--- src/hdl/imadec_pkg.sv ---
package imadec_pkg;

    localparam int SAMPLE_W = 16;
    localparam int FRAME_W  = 10;
    localparam int IDX_W    = 7;
    localparam int STEP_W   = 15;

    localparam logic [IDX_W-1:0] MAX_INDEX = 7'd88;

    typedef enum logic [1:0] {
        HDR_PRED_LO,
        HDR_PRED_HI,
        HDR_INDEX,
        HDR_RESERVED
    } hdr_slot_t;

    typedef struct packed {
        logic signed [SAMPLE_W-1:0] sample;
        logic                       channel_id;
        logic [FRAME_W-1:0]         frame_number;
        logic                       last_of_block;
        logic                       bad_index;
    } imadec_result_t;

    localparam logic signed [4:0] INDEX_DELTA [0:7] = '{
        -5'sd1, -5'sd1, -5'sd1, -5'sd1, 5'sd2, 5'sd4, 5'sd6, 5'sd8
    };

    localparam logic [STEP_W-1:0] STEP_TABLE [0:88] = '{
        15'd7,     15'd8,     15'd9,     15'd10,    15'd11,    15'd12,
        15'd13,    15'd14,    15'd16,    15'd17,    15'd19,    15'd21,
        15'd23,    15'd25,    15'd28,    15'd31,    15'd34,    15'd37,
        15'd41,    15'd45,    15'd50,    15'd55,    15'd60,    15'd66,
        15'd73,    15'd80,    15'd88,    15'd97,    15'd107,   15'd118,
        15'd130,   15'd143,   15'd157,   15'd173,   15'd190,   15'd209,
        15'd230,   15'd253,   15'd279,   15'd307,   15'd337,   15'd371,
        15'd408,   15'd449,   15'd494,   15'd544,   15'd598,   15'd658,
        15'd724,   15'd796,   15'd876,   15'd963,   15'd1060,  15'd1166,
        15'd1282,  15'd1411,  15'd1552,  15'd1707,  15'd1878,  15'd2066,
        15'd2272,  15'd2499,  15'd2749,  15'd3024,  15'd3327,  15'd3660,
        15'd4026,  15'd4428,  15'd4871,  15'd5358,  15'd5894,  15'd6484,
        15'd7132,  15'd7845,  15'd8630,  15'd9493,  15'd10442, 15'd11487,
        15'd12635, 15'd13899, 15'd15289, 15'd16818, 15'd18500, 15'd20350,
        15'd22385, 15'd24623, 15'd27086, 15'd29794, 15'd32767
    };

endpackage

--- src/hdl/imadec_in_if.sv ---
interface imadec_in_if;
    logic       valid;
    logic       ready;
    logic [7:0] data_byte;
    logic       block_start;

    modport source (output valid, output data_byte, output block_start, input ready);
    modport sink   (input valid, input data_byte, input block_start, output ready);
endinterface

--- src/hdl/imadec_out_if.sv ---
interface imadec_out_if;
    logic               valid;
    logic               ready;
    logic signed [15:0] sample;
    logic               channel_id;
    logic [9:0]         frame_number;
    logic               last_of_block;
    logic               bad_index;

    modport source (output valid, output sample, output channel_id, output frame_number,
                    output last_of_block, output bad_index, input ready);
    modport sink   (input valid, input sample, input channel_id, input frame_number,
                    input last_of_block, input bad_index, output ready);
endinterface

--- src/hdl/imadec_nibble.sv ---
module imadec_nibble (
    input  logic signed [15:0] pred,
    input  logic [6:0]         idx,
    input  logic [3:0]         code,
    output logic signed [15:0] pred_next,
    output logic [6:0]         idx_next
);
    import imadec_pkg::*;

    logic [IDX_W-1:0]  idx_c;
    logic [STEP_W-1:0] step;
    logic [16:0]       diff;
    logic signed [17:0] pred_x;
    logic signed [17:0] diff_x;
    logic signed [17:0] sum;
    logic signed [8:0]  idx_sum;
    logic signed [4:0]  delta;

    always_comb
    begin
        idx_c = (idx > MAX_INDEX) ? MAX_INDEX : idx;
        step  = STEP_TABLE[idx_c];
        diff  = 17'(step >> 3)
              + (code[0] ? 17'(step >> 2) : 17'd0)
              + (code[1] ? 17'(step >> 1) : 17'd0)
              + (code[2] ? 17'(step)      : 17'd0);
        pred_x = {{2{pred[15]}}, pred};
        diff_x = $signed({1'b0, diff});
        sum    = code[3] ? (pred_x - diff_x) : (pred_x + diff_x);

        if (sum > 18'sd32767)
        begin
            pred_next = 16'sh7FFF;
        end
        else if (sum < -18'sd32768)
        begin
            pred_next = 16'sh8000;
        end
        else
        begin
            pred_next = sum[15:0];
        end

        delta   = INDEX_DELTA[code[2:0]];
        idx_sum = $signed({2'b00, idx_c}) + $signed({{4{delta[4]}}, delta});
        if (idx_sum < 9'sd0)
        begin
            idx_next = '0;
        end
        else if (idx_sum > $signed({2'b00, MAX_INDEX}))
        begin
            idx_next = MAX_INDEX;
        end
        else
        begin
            idx_next = idx_sum[6:0];
        end
    end
endmodule

--- src/hdl/ima_adpcm_stereo_block_decoder.sv ---
// stereo ima adpcm block decoder, one encoded byte per input item
// an accepted byte is registered in the input register, decoded from there into a
// four-entry result queue once the queue has room, and its results show on pcm_chan from the queue
// throughput: one byte per cycle while the queue holds two or fewer results;
// a data byte gives two results, and these leave in turn through the single result port
// reset: predictors, step indexes, block position and queue clear to zero

module ima_adpcm_stereo_block_decoder #(
    parameter int BLOCK_BYTES = 1024
) (
    input  logic          clk,
    input  logic          rst_n,
    imadec_in_if.sink     code_chan,
    imadec_out_if.source  pcm_chan
);
    import imadec_pkg::*;

    localparam int POS_W      = $clog2(BLOCK_BYTES + 1);
    localparam int GROUPS     = (BLOCK_BYTES - 8) / 8;
    localparam int DATA_BYTES = GROUPS * 8;
    localparam int QDEPTH     = 4;
    localparam int QPTR_W     = $clog2(QDEPTH);
    localparam int QCNT_W     = $clog2(QDEPTH + 1);

    // input register
    logic       in_vld_reg, in_vld_next;
    logic [7:0] in_byte_reg;
    logic       in_start_reg;
    logic       accept;
    logic       fire;

    // decoder state
    logic signed [SAMPLE_W-1:0] pred_reg [2];
    logic signed [SAMPLE_W-1:0] pred_next [2];
    logic [IDX_W-1:0]           idx_reg [2];
    logic [IDX_W-1:0]           idx_next [2];
    logic [POS_W-1:0]           pos_reg, pos_next;
    logic [7:0]                 low_reg, low_next;
    logic                       abort_reg, abort_next;

    // result queue
    imadec_result_t    q_mem [QDEPTH];
    logic [QPTR_W-1:0] wr_ptr_reg, wr_ptr_next, wr_ptr_inc;
    logic [QPTR_W-1:0] rd_ptr_reg, rd_ptr_next;
    logic [QCNT_W-1:0] cnt_reg, cnt_next;
    logic              pop;

    // decode path
    logic [POS_W-1:0]           pos_eff;
    logic                       abort_eff;
    logic [POS_W-1:0]           d;
    logic [POS_W-1:0]           fbase;
    logic [POS_W-1:0]           frame0;
    logic [POS_W-1:0]           frame1;
    logic                       ch;
    logic signed [SAMPLE_W-1:0] nib0_pred, nib1_pred;
    logic [IDX_W-1:0]           nib0_idx, nib1_idx;
    logic [1:0]                 n_wr;
    imadec_result_t             res0, res1;

    assign accept         = code_chan.valid && code_chan.ready;
    assign fire           = in_vld_reg && (cnt_reg <= QCNT_W'(QDEPTH - 2));
    assign code_chan.ready = !in_vld_reg || fire;
    assign in_vld_next    = accept ? 1'b1 : (fire ? 1'b0 : in_vld_reg);

    assign pos_eff   = in_start_reg ? '0 : pos_reg;
    assign abort_eff = in_start_reg ? 1'b0 : abort_reg;
    assign ch        = pos_eff[2];
    assign d         = pos_eff - POS_W'(8);
    assign fbase     = {d[POS_W-1:3], 3'b000} | {{(POS_W-3){1'b0}}, d[1:0], 1'b0};
    assign frame0    = fbase + POS_W'(1);
    assign frame1    = fbase + POS_W'(2);

    imadec_nibble u_nib_lo (
        .pred      (pred_reg[ch]),
        .idx       (idx_reg[ch]),
        .code      (in_byte_reg[3:0]),
        .pred_next (nib0_pred),
        .idx_next  (nib0_idx)
    );

    imadec_nibble u_nib_hi (
        .pred      (nib0_pred),
        .idx       (nib0_idx),
        .code      (in_byte_reg[7:4]),
        .pred_next (nib1_pred),
        .idx_next  (nib1_idx)
    );

    always_comb
    begin
        pred_next  = pred_reg;
        idx_next   = idx_reg;
        pos_next   = pos_reg;
        low_next   = low_reg;
        abort_next = abort_reg;
        n_wr       = 2'd0;
        res0       = '0;
        res1       = '0;
        res0.channel_id = ch;
        res1.channel_id = ch;

        if (fire)
        begin
            pos_next   = pos_eff;
            abort_next = abort_eff;
            if (!abort_eff && (pos_eff < POS_W'(BLOCK_BYTES)))
            begin
                pos_next = pos_eff + POS_W'(1);
                if (pos_eff < POS_W'(8))
                begin
                    unique case (hdr_slot_t'(pos_eff[1:0]))
                        HDR_PRED_LO:
                        begin
                            low_next = in_byte_reg;
                        end
                        HDR_PRED_HI:
                        begin
                            pred_next[ch] = {in_byte_reg, low_reg};
                        end
                        HDR_INDEX:
                        begin
                            n_wr = 2'd1;
                            if (in_byte_reg > {1'b0, MAX_INDEX})
                            begin
                                abort_next     = 1'b1;
                                res0.bad_index = 1'b1;
                            end
                            else
                            begin
                                idx_next[ch] = in_byte_reg[IDX_W-1:0];
                                res0.sample  = pred_reg[ch];
                            end
                        end
                        HDR_RESERVED:
                        begin
                        end
                        default:
                        begin
                        end
                    endcase
                end
                else if (d < POS_W'(DATA_BYTES))
                begin
                    n_wr               = 2'd2;
                    pred_next[ch]      = nib1_pred;
                    idx_next[ch]       = nib1_idx;
                    res0.sample        = nib0_pred;
                    res0.frame_number  = FRAME_W'(frame0);
                    res1.sample        = nib1_pred;
                    res1.frame_number  = FRAME_W'(frame1);
                    res1.last_of_block = (d == POS_W'(DATA_BYTES - 1));
                end
            end
        end
    end

    // result queue control
    assign pop         = pcm_chan.valid && pcm_chan.ready;
    assign wr_ptr_inc  = wr_ptr_reg + QPTR_W'(1);
    assign wr_ptr_next = wr_ptr_reg + QPTR_W'(n_wr);
    assign rd_ptr_next = pop ? (rd_ptr_reg + QPTR_W'(1)) : rd_ptr_reg;
    assign cnt_next    = cnt_reg + QCNT_W'(n_wr) - QCNT_W'(pop);

    assign pcm_chan.valid         = (cnt_reg != '0);
    assign pcm_chan.sample        = q_mem[rd_ptr_reg].sample;
    assign pcm_chan.channel_id    = q_mem[rd_ptr_reg].channel_id;
    assign pcm_chan.frame_number  = q_mem[rd_ptr_reg].frame_number;
    assign pcm_chan.last_of_block = q_mem[rd_ptr_reg].last_of_block;
    assign pcm_chan.bad_index     = q_mem[rd_ptr_reg].bad_index;

    always_ff @(posedge clk or negedge rst_n)
    begin
        if (!rst_n)
        begin
            in_vld_reg  <= 1'b0;
            pred_reg[0] <= '0;
            pred_reg[1] <= '0;
            idx_reg[0]  <= '0;
            idx_reg[1]  <= '0;
            pos_reg     <= '0;
            low_reg     <= '0;
            abort_reg   <= 1'b0;
            wr_ptr_reg  <= '0;
            rd_ptr_reg  <= '0;
            cnt_reg     <= '0;
        end
        else
        begin
            in_vld_reg <= in_vld_next;
            pred_reg   <= pred_next;
            idx_reg    <= idx_next;
            pos_reg    <= pos_next;
            low_reg    <= low_next;
            abort_reg  <= abort_next;
            wr_ptr_reg <= wr_ptr_next;
            rd_ptr_reg <= rd_ptr_next;
            cnt_reg    <= cnt_next;
        end
    end

    // payload registers
    always_ff @(posedge clk)
    begin
        if (accept)
        begin
            in_byte_reg  <= code_chan.data_byte;
            in_start_reg <= code_chan.block_start;
        end
        if (n_wr != 2'd0)
        begin
            q_mem[wr_ptr_reg] <= res0;
        end
        if (n_wr == 2'd2)
        begin
            q_mem[wr_ptr_inc] <= res1;
        end
    end
endmodule

--- src/flat_wrapper.sv ---
// flat-port wrapper written by rule: the top's interface ports become plain ports
module ima_adpcm_stereo_block_decoder_flat import imadec_pkg::*;
#(
    parameter int BLOCK_BYTES = 1024
)
  (clk, rst_n, code_chan_valid, code_chan_data_byte, code_chan_block_start, code_chan_ready, pcm_chan_valid, pcm_chan_sample, pcm_chan_channel_id, pcm_chan_frame_number, pcm_chan_last_of_block, pcm_chan_bad_index, pcm_chan_ready);
  imadec_in_if code_chan_i ();
  imadec_out_if pcm_chan_i ();
  input  logic clk;
  input  logic rst_n;
  input wire logic [$bits(code_chan_i.valid)-1:0] code_chan_valid;
  input wire logic [$bits(code_chan_i.data_byte)-1:0] code_chan_data_byte;
  input wire logic [$bits(code_chan_i.block_start)-1:0] code_chan_block_start;
  output wire logic [$bits(code_chan_i.ready)-1:0] code_chan_ready;
  output wire logic [$bits(pcm_chan_i.valid)-1:0] pcm_chan_valid;
  output wire logic [$bits(pcm_chan_i.sample)-1:0] pcm_chan_sample;
  output wire logic [$bits(pcm_chan_i.channel_id)-1:0] pcm_chan_channel_id;
  output wire logic [$bits(pcm_chan_i.frame_number)-1:0] pcm_chan_frame_number;
  output wire logic [$bits(pcm_chan_i.last_of_block)-1:0] pcm_chan_last_of_block;
  output wire logic [$bits(pcm_chan_i.bad_index)-1:0] pcm_chan_bad_index;
  input wire logic [$bits(pcm_chan_i.ready)-1:0] pcm_chan_ready;
  assign code_chan_i.valid = code_chan_valid;
  assign code_chan_i.data_byte = code_chan_data_byte;
  assign code_chan_i.block_start = code_chan_block_start;
  assign code_chan_ready = code_chan_i.ready;
  assign pcm_chan_valid = pcm_chan_i.valid;
  assign pcm_chan_sample = pcm_chan_i.sample;
  assign pcm_chan_channel_id = pcm_chan_i.channel_id;
  assign pcm_chan_frame_number = pcm_chan_i.frame_number;
  assign pcm_chan_last_of_block = pcm_chan_i.last_of_block;
  assign pcm_chan_bad_index = pcm_chan_i.bad_index;
  assign pcm_chan_i.ready = pcm_chan_ready;
  ima_adpcm_stereo_block_decoder #(.BLOCK_BYTES(BLOCK_BYTES)) u_core (.clk(clk), .rst_n(rst_n), .code_chan(code_chan_i), .pcm_chan(pcm_chan_i));
endmodule
--- config.mk ---
export PLATFORM = sky130hd
export DESIGN_NAME = ima_adpcm_stereo_block_decoder_flat
export DESIGN_NICKNAME = d
export VERILOG_FILES = /design/src/hdl/imadec_pkg.sv /design/src/hdl/imadec_in_if.sv /design/src/hdl/imadec_out_if.sv /design/src/hdl/imadec_nibble.sv /design/src/hdl/ima_adpcm_stereo_block_decoder.sv /design/src/flat_wrapper.sv
export SDC_FILE = /design/constraint.sdc
export NUM_CORES = 1
export LEC_CHECK = 0
export BUFFER_PORTS_ARGS = -buffer_cell sky130_fd_sc_hd__clkbuf_2
export CAP_MARGIN = 5
export CORE_MARGIN = 2
export CORE_UTILIZATION = 50
export DETAILED_ROUTE_END_ITERATION = 16
export PLACE_DENSITY_LB_ADDON = 0.1
export SKIP_CTS_REPAIR_TIMING = 1
export SYNTH_ARGS = -nofsm -noshare
export SYNTH_HDL_FRONTEND = slang
export SYNTH_SLANG_ARGS = --single-unit
--- constraint.sdc ---
create_clock -name clk -period 17.4 [get_ports clk]
set_clock_uncertainty 0.05 [all_clocks]
set_input_delay 2.61 -clock clk [delete_from_list [all_inputs] [get_ports clk]]
set_output_delay 2.61 -clock clk [all_outputs]
set_load 0.1 [all_outputs]
==> flow_summary.toml <==
[outcome]
status = "completed"

[finish]
stdcell_count = 2902
drive_gt1_frac = 0.0867
diodes = 0
syn_to_final_growth_pct = 5.86
fill_cells = 3744
nNetsFinal = 2559
final-seq-area_um2 = 5530
multi_input_area_um2 = 13200
largest_register_ffs = 116

[sta]
finalHoldViolCount = 0
drv_slew = 0
worstMarginPinSlew_ns = 1.19
slew_headroom = 0.208
setup_viol = 0
fmax_ghz = 0.0623
rsz0062_at_grt = "no"
period_share = 0.922
layout_min_cycle_time_ns = 16.04
timing.hold.ws_ns = 0.407
setup_tns_ns = 0

[floorplan]
die_h_um = 203
initial_core_util = 0.503
rows = 73
dieWidth_um = 203
core-area_um2 = 39500
die_area_um2 = 41300
pin_count = 44

[global_routing]
grt-ovfl-total = 0
grt_pass1_wl_mm = 102
grt.total_usage = 0.314
antenna_found_initial = 0
grt_max_degree = 75
grt_pass1_vias = 17900

[detailed_routing]
routed_via_density = 6.33
first_pass_iters = 6
drt-wirelength-per-cell_um = 22.1
dr.first_iter.drc_count = 1499
drt-total-wl_mm = 64.2
drc = 0
ant_nets = 0
num_vias = 18400

[worst_setup_path]
endpoint_kind = "flop"
critical-path-max-stage-delay_ns = 0.72
crit_required_ns = 17.54
slowest_stage = "edfxtp_1"
critPathArrivalTime_ns = 16.19
startpoint_type = "flop"
cp_common_cell = "nor2_1"
cp_max_fo = 32
critPathKind = "flop to flop"

[yosys]
yosysWarnings = 0
synth_cells = 2402
syn-cell-area_um2 = 19900
ys.flop_type = "edfxtp_1"
yosysUniqueCellTypes = 103
synth_edf_count = 117
ys_seq_elements = 199
syn_avg_cell_area_um2 = 8.27
syn_nets = 2597
synth-async-reset-ratio = 0.372
seq_area_frac_synth = 0.278

[hold_path]
hold_class = "flop to flop"

[clock_tree]
numCtsBuffers = 17
clkSinkCount = 199
clk-insertion-delay-late_ns = 0.47
cts.clk_slew.worst_paths_ns = 0.08
cts_tree = "built"
root_buffer = "clkbuf_16"
cts.path.max_buffers = 2
htree_num_levels = 4

[run]
cap_violations = 0

[place]
gp_congestion = 0.983
place_inst = 2870
portBuffers = 43
dpl.hpwl_mm = 47.5
## layer usage
layer / up-vias / part of all wire / track usage
li1: 8603 / - / -
met1: 8843 / 0.42 / 0.408
met2: 782 / 0.48 / 0.532
met3: 130 / 0.065 / 0.0377
met4: 0 / 0.036 / 0.125
met5: - / 0 / 0
## cell type report
| class | count | area share |
|---|---|---|
| Inverter | 163 | 0.0293 |
| Clock inverter | 12 | 0.00446 |
| Tap cell | 525 | 0.0312 |
| Multi-Input combinational cell | 1901 | 0.627 |
| Sequential cell | 199 | 0.263 |
| Clock buffer | 20 | 0.0208 |
| Timing Repair Buffer | 82 | 0.0243 |
## cells in the mapped netlist, types with 53 or more instances
library cell / n / share of area
a21oi_1: 181 / 0.046
clkbuf_1: 112 / 0.021
dfrtp_1: 74 / 0.093
edfxtp_1: 117 / 0.18
fa_1: 53 / 0.053
ha_1: 129 / 0.081
inv_1: 158 / 0.030
nand2_1: 344 / 0.065
nor2_1: 231 / 0.044
nor3_1: 65 / 0.016
o21ai_0: 116 / 0.029
o221ai_1: 72 / 0.032
xnor2_1: 64 / 0.028
xor2_1: 56 / 0.025
## layout by cell type, fill, tap and decap left out, drive strengths merged, types with 41 or more instances in the layout
cell,synthesis,final
nand2,346,346
nor2,232,232
a21oi,184,184
inv,160,163
o21ai,148,148
ha,129,129
edfxtp,117,117
dfrtp,74,74
o221ai,72,72
nor3,66,66
xnor2,65,65
clkbuf,112,62
xor2,58,58
fa,53,53
nand3,41,41
## final timing paths
kind	start	slack (ns)	cells after the start	to
max	u_core.in_start_reg	1.36	54	u_core.q_mem[2][22]
min	u_core.q_mem[1][2]	0.41	2	u_core.q_mem[1][2]
max reg2reg	u_core.in_start_reg	1.36	54	u_core.q_mem[2][22]
min reg2reg	u_core.q_mem[1][2]	0.41	2	u_core.q_mem[1][2]
max in group asynchronous	rst_n	14.29	1	u_core.rd_ptr_reg[0]
min in group asynchronous	rst_n	2.28	1	u_core.idx_reg[8]
## stage by stage
stage,instance area (um2),util,setup slack (ns)
after floorplan,19900,-,4.44
after global placement,20500,0.519,1.50
after detailed placement,20500,0.519,1.30
after CTS,21000,0.533,1.26
after global routing,21000,0.533,0.186
final,21000,0.533,1.36
## worst max-delay path, delay by kind of cell (launching register included)
family / cells / cell delay, ns
AOI/OAI and AO/OA: 15 / 4.26
xor gates and xnor gates: 3 / 0.83
adders and majority gates: 6 / 2.91
buffers and inverters: 8 / 2.00
DFF: 1 / 0.72
muxes: 1 / 0.55
and+or+nand+nor: 21 / 4.36
## logic make-up (layout without fill, tap and decap cells)
logic type / after synthesis / in the layout / share of synthesized area
and+or+nand+nor: 844 / 844 / 0.191
AOI/OAI and AO/OA: 686 / 686 / 0.228
buffers and inverters: 302 / 277 / 0.0583
DFF: 199 / 199 / 0.278
adders and majority gates: 183 / 183 / 0.135
xor gates and xnor gates: 123 / 123 / 0.0559
muxes: 65 / 65 / 0.0530
Power is left out: the tool's default activity adds up to more than one toggle a clock period on the data nets, which glitch-free logic cannot reach.
